File: config.mk
export PLATFORM = sky130hd
export DESIGN_NAME = masked_color_image_compositor_unit
export DESIGN_NICKNAME = d
export VERILOG_FILES = /design/src/design/mcic_pkg.sv /design/src/design/masked_color_image_compositor_unit.sv
export SDC_FILE = /design/constraint.sdc
export NUM_CORES = 2
export LEC_CHECK = 0
export ABC_CLOCK_PERIOD_IN_PS = 18100
export BUFFER_PORTS_ARGS = -buffer_cell sky130_fd_sc_hd__buf_2
export CORE_MARGIN = 2
export CORE_UTILIZATION = 50
export CTS_BUF_LIST = sky130_fd_sc_hd__clkbuf_4 sky130_fd_sc_hd__clkbuf_8 sky130_fd_sc_hd__clkbuf_16
export DETAILED_ROUTE_END_ITERATION = 8
export PLACE_DENSITY = 0.69
export SETUP_SLACK_MARGIN = 0.1
export SLEW_MARGIN = 20
export SYNTH_ARGS = -nofsm -noshare
export SYNTH_HDL_FRONTEND = slang
export SYNTH_SLANG_ARGS = --single-unit
File: constraint.sdc
create_clock -name clk_i -period 18.1 [get_ports clk_i]
set_input_delay 3.62 -clock clk_i [delete_from_list [all_inputs] [get_ports clk_i]]
set_output_delay 3.62 -clock clk_i [all_outputs]
set_load 0.01 [all_outputs]
File: src/design/mcic_pkg.sv
package mcic_pkg;

  localparam int unsigned ChW        = 8;
  localparam int unsigned NumColor   = 3;
  localparam int unsigned ChMax      = 255;
  localparam int unsigned ChMaxSq    = 65025;
  localparam int unsigned RecipSq    = 66051;
  localparam int unsigned RecipSqSh  = 32;
  localparam int unsigned RecipCh    = 65793;
  localparam int unsigned RecipChSh  = 24;
  localparam int unsigned CfgIdxW    = 2;

  typedef enum logic [CfgIdxW-1:0] {
    CfgBackAlpha = 2'd0,
    CfgBackRed   = 2'd1,
    CfgBackGreen = 2'd2,
    CfgBackBlue  = 2'd3
  } cfg_idx_e;

  typedef struct packed {
    logic [ChW-1:0] image_alpha;
    logic [ChW-1:0] image_red;
    logic [ChW-1:0] image_green;
    logic [ChW-1:0] image_blue;
    logic [ChW-1:0] mask_alpha;
  } pix_in_t;

  typedef struct packed {
    logic [ChW-1:0] result_alpha;
    logic [ChW-1:0] result_red;
    logic [ChW-1:0] result_green;
    logic [ChW-1:0] result_blue;
  } pix_out_t;

endpackage

File: src/design/masked_color_image_compositor_unit.sv
// Channel   Direction  Handshake          Payload
// input     in         start_i / busy_o   pixel_i  (pix_in_t)
// result    out        done_o             result_o (pix_out_t)
// config    in         cfg_we_i           cfg_idx_i, cfg_wdata_i
//
// Four register stages: blend products, mask product, reciprocal estimate,
// remainder correction with saturation into the output register.
// One item per clock; each result is taken from the output register.
// busy_o stays low: the receiver cannot stall, so nothing ever backs up.
// Reset clears the valid bits and the background color to zero.
module masked_color_image_compositor_unit
  import mcic_pkg::*;
(
  input  logic                clk_i,
  input  logic                rst_ni,
  input  logic                start_i,
  output logic                busy_o,
  input  pix_in_t             pixel_i,
  output logic                done_o,
  output pix_out_t            result_o,
  input  logic                cfg_we_i,
  input  logic [CfgIdxW-1:0]  cfg_idx_i,
  input  logic [ChW-1:0]      cfg_wdata_i
);

  logic [ChW-1:0] bg_a_q;
  logic [ChW-1:0] bg_c_q [NumColor];

  logic           v1_q, v2_q, v3_q, done_q;

  // stage 1: blend over background
  logic [15:0]    over_d [NumColor];
  logic [15:0]    over_q [NumColor];
  logic [8:0]     asum_d, asum_q;
  logic [ChW-1:0] ma1_q;

  // stage 2: mask product
  logic [23:0]    prod_d [NumColor];
  logic [23:0]    prod_q [NumColor];
  logic [16:0]    aprod_d, aprod_q;

  // stage 3: reciprocal estimate
  logic [40:0]    est_full [NumColor];
  logic [ChW-1:0] est_d [NumColor];
  logic [ChW-1:0] est_q [NumColor];
  logic [23:0]    prod3_q [NumColor];
  logic [33:0]    aest_full;
  logic [8:0]     aest_d, aest_q;
  logic [16:0]    aprod3_q;

  // stage 4: correction
  logic [23:0]    rem   [NumColor];
  logic [8:0]     quo   [NumColor];
  logic [ChW-1:0] res_c [NumColor];
  logic [16:0]    arem;
  logic [9:0]     aquo;
  pix_out_t       res_d, res_q;

  always_ff @(posedge clk_i or negedge rst_ni) begin
    if (!rst_ni) begin
      bg_a_q <= '0;
      for (int i = 0; i < NumColor; i++) bg_c_q[i] <= '0;
    end else if (cfg_we_i) begin
      case (cfg_idx_i)
        CfgBackAlpha: bg_a_q    <= cfg_wdata_i;
        CfgBackRed:   bg_c_q[0] <= cfg_wdata_i;
        CfgBackGreen: bg_c_q[1] <= cfg_wdata_i;
        CfgBackBlue:  bg_c_q[2] <= cfg_wdata_i;
        default: ;
      endcase
    end
  end

  logic [ChW-1:0] img_c [NumColor];
  logic [ChW-1:0] inv_ia;

  always_comb begin
    img_c[0] = pixel_i.image_red;
    img_c[1] = pixel_i.image_green;
    img_c[2] = pixel_i.image_blue;
    inv_ia   = ChW'(ChMax) - pixel_i.image_alpha;
    for (int i = 0; i < NumColor; i++) begin
      over_d[i] = 16'(bg_c_q[i]) * 16'(inv_ia) + 16'(img_c[i]) * 16'(pixel_i.image_alpha);
    end
    asum_d = 9'(bg_a_q) + 9'(pixel_i.image_alpha);
  end

  always_comb begin
    for (int i = 0; i < NumColor; i++) begin
      prod_d[i] = 24'(over_q[i]) * 24'(ma1_q);
    end
    aprod_d = 17'(asum_q) * 17'(ma1_q);
  end

  always_comb begin
    for (int i = 0; i < NumColor; i++) begin
      est_full[i] = 41'(prod_q[i]) * 41'(RecipSq);
      est_d[i]    = est_full[i][RecipSqSh+ChW-1:RecipSqSh];
    end
    aest_full = 34'(aprod_q) * 34'(RecipCh);
    aest_d    = aest_full[RecipChSh+8:RecipChSh];
  end

  always_comb begin
    for (int i = 0; i < NumColor; i++) begin
      rem[i]   = prod3_q[i] - 24'(est_q[i]) * 24'(ChMaxSq);
      quo[i]   = 9'(est_q[i]) + 9'(rem[i] >= 24'(ChMaxSq));
      res_c[i] = quo[i][8] ? ChW'(ChMax) : quo[i][ChW-1:0];
    end
    arem = aprod3_q - 17'(aest_q) * 17'(ChMax);
    aquo = 10'(aest_q) + 10'(arem >= 17'(ChMax));
    res_d.result_alpha = (aquo > 10'(ChMax)) ? ChW'(ChMax) : aquo[ChW-1:0];
    res_d.result_red   = res_c[0];
    res_d.result_green = res_c[1];
    res_d.result_blue  = res_c[2];
  end

  always_ff @(posedge clk_i or negedge rst_ni) begin
    if (!rst_ni) begin
      v1_q   <= 1'b0;
      v2_q   <= 1'b0;
      v3_q   <= 1'b0;
      done_q <= 1'b0;
    end else begin
      v1_q   <= start_i && !busy_o;
      v2_q   <= v1_q;
      v3_q   <= v2_q;
      done_q <= v3_q;
    end
  end

  always_ff @(posedge clk_i) begin
    over_q   <= over_d;
    asum_q   <= asum_d;
    ma1_q    <= pixel_i.mask_alpha;
    prod_q   <= prod_d;
    aprod_q  <= aprod_d;
    est_q    <= est_d;
    aest_q   <= aest_d;
    prod3_q  <= prod_q;
    aprod3_q <= aprod_q;
    res_q    <= res_d;
  end

  assign busy_o   = 1'b0;
  assign done_o   = done_q;
  assign result_o = res_q;

  a_latency: assert property (@(posedge clk_i) disable iff (!rst_ni)
    (start_i && !busy_o) |=> ##3 done_o)
    else $error("item did not reach the output after four cycles");

  a_no_spurious: assert property (@(posedge clk_i) disable iff (!rst_ni)
    !(start_i && !busy_o) |=> ##3 !done_o)
    else $error("result without a started item");

  a_est_color: assert property (@(posedge clk_i) disable iff (!rst_ni)
    v3_q |-> (rem[0] < 24'(2*ChMaxSq)) && (rem[1] < 24'(2*ChMaxSq))
             && (rem[2] < 24'(2*ChMaxSq)))
    else $error("color quotient estimate off by more than one");

  a_est_alpha: assert property (@(posedge clk_i) disable iff (!rst_ni)
    v3_q |-> arem < 17'(2*ChMax))
    else $error("alpha quotient estimate off by more than one");

endmodule
==> results.sh <==
export IMPL_run_status="finished, final reports clean"
export IMPL_postCtsResizedCells=0
export IMPL_netlist_top_cell_by_area="sky130_fd_sc_hd__fa_1"
export IMPL_cts_htree_levels=2
export IMPL_fraction_of_final_layout_cells_with_drive_strength_greater_than_1_pct=4.37
export IMPL_finish_net_count=7843
export IMPL_timing_final_crit_share_pct=49.5
export IMPL_yosys_register_bits=344
export IMPL_first_global_vias=40700
export IMPL_grt_pass1_wl_microns=197000
export IMPL_syn_avg_cell_area_sq_um=9.56
export IMPL_clockBufferDepth=3
export IMPL_crit_chain="buf_2 > inv_1 > nand2_1 > fa_1 > fa_1 > inv_1 > fa_1 > fa_1 > inv_1 > fa_1 > fa_1 > inv_1 > ha_1 > inv_1 > o21bai_1 > a21oi_1 > nor2b_1 > o21a_1 > o31a_1 > o41ai_1 > xnor2_1"
export IMPL_critPathArrivalTime_ns=9.52
export IMPL_worstPathRequired_ns=18.66
export IMPL_hold_bufs_at_cts=0
export IMPL_worst_reg2reg_path_depth=24
export IMPL_final_hold_viol_count=0
export IMPL_ioPinCount=88
export IMPL_setup_viol_count_final=0
export IMPL_width_of_the_chip_microns=338
export IMPL_worstPathMaxFanout=47
export IMPL_cp_common_cell="sky130_fd_sc_hd__fa_1"
export IMPL_hold_path_class="flip-flop to flip-flop"
export IMPL_place_gp_congestion=0.850
export IMPL_timing_setup_critical_path_class="input pin to flip-flop"
export IMPL_routed_wire_length_per_instance_microns=15.5
export IMPL_place_port_buffers=86
export IMPL_unrepaired_setup_endpoints_after_global_routing="no"
export IMPL_largest_stage_delay_on_the_critical_path_ns=0.71
export IMPL_synth_top_area_cells="sky130_fd_sc_hd__fa_1, sky130_fd_sc_hd__ha_1, sky130_fd_sc_hd__dfxtp_1, sky130_fd_sc_hd__inv_1, sky130_fd_sc_hd__and2_1"
export IMPL_drc_errors=0
export IMPL_worst_setup_hold_path_clk_slew_ns=0.06
export IMPL_groute_usage_overall_pct=21.0
export IMPL_reg2reg_to="result_o[26]"
export IMPL_filler_cell_count=9936
export IMPL_totalWireLength_microns=115000
export IMPL_cp_slowest_cell="sky130_fd_sc_hd__buf_2"
export IMPL_layout_cells_most_common_list="sky130_fd_sc_hd__inv_1, sky130_fd_sc_hd__ha_1, sky130_fd_sc_hd__fa_1"
export IMPL_critical_path_endpoint_type="flip-flop"
export IMPL_maxCapViolCount=0
export IMPL_number_of_routed_nets_with_antenna_violations=0
export IMPL_largest_net_degree_at_the_start_of_global_routing=58
export IMPL_detailed_place_hpwl_microns=93200
export IMPL_timing_final_crit_period_ns=8.96
export IMPL_floorplan_initialDensity_pct=50.4
export IMPL_fp_dieArea_sq_um=114000
export IMPL_timing_critical_path_from_type="input pin"
export IMPL_antenna_violations_before_repair=7
export IMPL_clock_sinks=344
export IMPL_yosysWarningCount=0
export IMPL_yosysTopAreaCellShare_pct=29.2
export IMPL_netlist_instances=5831
export IMPL_ff2ff_setup_slack_ns=11.58
export IMPL_fmax_mhz=112
export IMPL_viasPerCell=5.22
export IMPL_global_route_overflow_total=0
export IMPL_area_growth_pct=6.71
export IMPL_clk_insertion_delay_late_ns=0.64
export IMPL_worst_setup_path_startpoint="pixel_i[33]"
export IMPL_die_h_microns=338
export IMPL_cts_buffers=46
export IMPL_r2r_start="aest_q[5]"
export IMPL_drv_slew=0
export IMPL_transition_at_the_pin_with_the_smallest_max_transition_slack_ns=1.03
export IMPL_yosys_most_used_dff="sky130_fd_sc_hd__dfxtp_1"
export IMPL_synthArstFlopShare_pct=10.5
export IMPL_clock_tree_from_tritoncts="done"
export IMPL_netlist_area_sq_um=55700
export IMPL_timing_setup_tns_ns=0
export IMPL_crit_path_end="over_q[14]"
export IMPL_placement_rows=122
export IMPL_detailedRoute_firstIterationViolations=1839
export IMPL_cts_post_setup_buffers_inserted=0
export IMPL_synth_edff_count=0
export IMPL_synth_distinct_cells=89
export IMPL_detailroute_via_count=38700
export IMPL_clock_tree_root_cell="sky130_fd_sc_hd__clkbuf_16"
export IMPL_first_pass_iters=6
export IMPL_maxSlewHeadroom_pct=31.3
export IMPL_floorplan_core_area_sq_um=111000
export IMPL_synth_yosys_seq_area_share_pct=12.7
export IMPL_finClkSkew_ns=0.0304
export IMPL_layout_cells_most_common="sky130_fd_sc_hd__inv_1"
## layer usage
metal / vias to the layer above / part of all wire (%) / GRT usage [%]
met4: 4 / 1.6 / 4.08
met2: 673 / 47 / 35.7
li1: 18700 / - / -
met1: 19200 / 48 / 28.8
met3: 119 / 3.9 / 2.59
met5: - / 0.026 / 0
## registers in the layout, indices dropped and copies added, names as in the netlist, 8 cells and up
signal,flops
prod3_q,72
prod_q,72
over_q,48
result_o,32
bg_c_q,24
est_q,24
aprod3_q,17
aprod_q,17
aest_q,9
asum_q,9
bg_a_q,8
ma1_q,8
## synthesized netlist by cell type (5+ instances only)
master and instances:
sky130_fd_sc_hd__a2111oi_0 10, sky130_fd_sc_hd__a211o_1 11, sky130_fd_sc_hd__a211oi_1 14, sky130_fd_sc_hd__a21boi_0 5, sky130_fd_sc_hd__a21o_1 63, sky130_fd_sc_hd__a21oi_1 172, sky130_fd_sc_hd__a311oi_1 5, sky130_fd_sc_hd__a31o_2 9
sky130_fd_sc_hd__a31oi_1 18, sky130_fd_sc_hd__and2_1 405, sky130_fd_sc_hd__and3_1 27, sky130_fd_sc_hd__clkbuf_1 94, sky130_fd_sc_hd__dfrtp_1 36, sky130_fd_sc_hd__dfxtp_1 308, sky130_fd_sc_hd__fa_1 813, sky130_fd_sc_hd__ha_1 1092
sky130_fd_sc_hd__inv_1 1183, sky130_fd_sc_hd__mux2_2 37, sky130_fd_sc_hd__mux2i_1 6, sky130_fd_sc_hd__nand2_1 399, sky130_fd_sc_hd__nand2b_1 85, sky130_fd_sc_hd__nand3_1 55, sky130_fd_sc_hd__nand3b_1 7, sky130_fd_sc_hd__nand4_1 28
sky130_fd_sc_hd__nor2_1 154, sky130_fd_sc_hd__nor2b_1 164, sky130_fd_sc_hd__nor3_1 69, sky130_fd_sc_hd__nor3b_1 5, sky130_fd_sc_hd__nor4_1 8, sky130_fd_sc_hd__o2111ai_1 13, sky130_fd_sc_hd__o211ai_1 34, sky130_fd_sc_hd__o21a_1 33
sky130_fd_sc_hd__o21ai_0 96, sky130_fd_sc_hd__o21ai_1 18, sky130_fd_sc_hd__o21bai_1 19, sky130_fd_sc_hd__o22ai_1 6, sky130_fd_sc_hd__o31a_1 5, sky130_fd_sc_hd__o31ai_1 10, sky130_fd_sc_hd__o41ai_1 8, sky130_fd_sc_hd__or3_1 17
sky130_fd_sc_hd__or4_1 9, sky130_fd_sc_hd__xnor2_1 151, sky130_fd_sc_hd__xor2_1 46
## cells by family after synthesis
logic type	after synthesis	synth area share [%]
buffers and inverters	1280	8.63
other	1	0.00673
AO/OA/AOI/OAI	617	7.49
multiplexers	43	0.855
AND/OR/NAND/NOR	1444	13.5
adder cells (fa/ha/maj)	1905	53.7
XOR/XNOR	197	3.10
flip-flops	344	12.7
## stage by stage
stage	util, %	setup slack, ns	cell area [sq um]	hold WS (ns)	cells
5_1_grt	53.7	8.84	59500	0.355	7410
4_1_cts	53.7	9.18	59500	0.351	7409
2_1_floorplan	-	9.12	55800	0.331	5834
6_report	53.7	9.14	59500	0.348	7410
3_3_place_gp	52.2	8.53	57800	0.334	7324
3_5_place_dp	52.2	8.52	57800	0.339	7324
## worst max-delay path: cells and delay by family
family / cells / cell delay, ns
XOR/XNOR: 1 / 0.15
adder cells (fa/ha/maj): 7 / 3.29
AND/OR/NAND/NOR: 2 / 0.24
buffers and inverters: 6 / 1.18
AO/OA/AOI/OAI: 5 / 1.03
## layout make-up
cell class,instances,area (sq um),share of cell area [%]
Clock inverter,30,430,0.724
Multi-Input combinational cell,4210,43900,73.8
Tap cell,1488,1860,3.13
Timing Repair Buffer,99,528,0.888
Inverter,1183,4440,7.47
Antenna cell,1,2.50,0.00421
Clock buffer,55,1270,2.13
Sequential cell,344,7080,11.9
## worst min path at each step
stage                     from     end  cells past startpoint
after floorplan           v3_q  done_o                      0
after global placement    v3_q  done_o                      0
after detailed placement  v1_q    v2_q                      0
after CTS                 v1_q    v2_q                      0
after global routing      v1_q    v2_q                      0
final                     v1_q    v2_q                      0
Power is not shown: default switching activity piles up to over one toggle a cycle in this logic, so the estimate is an artifact.
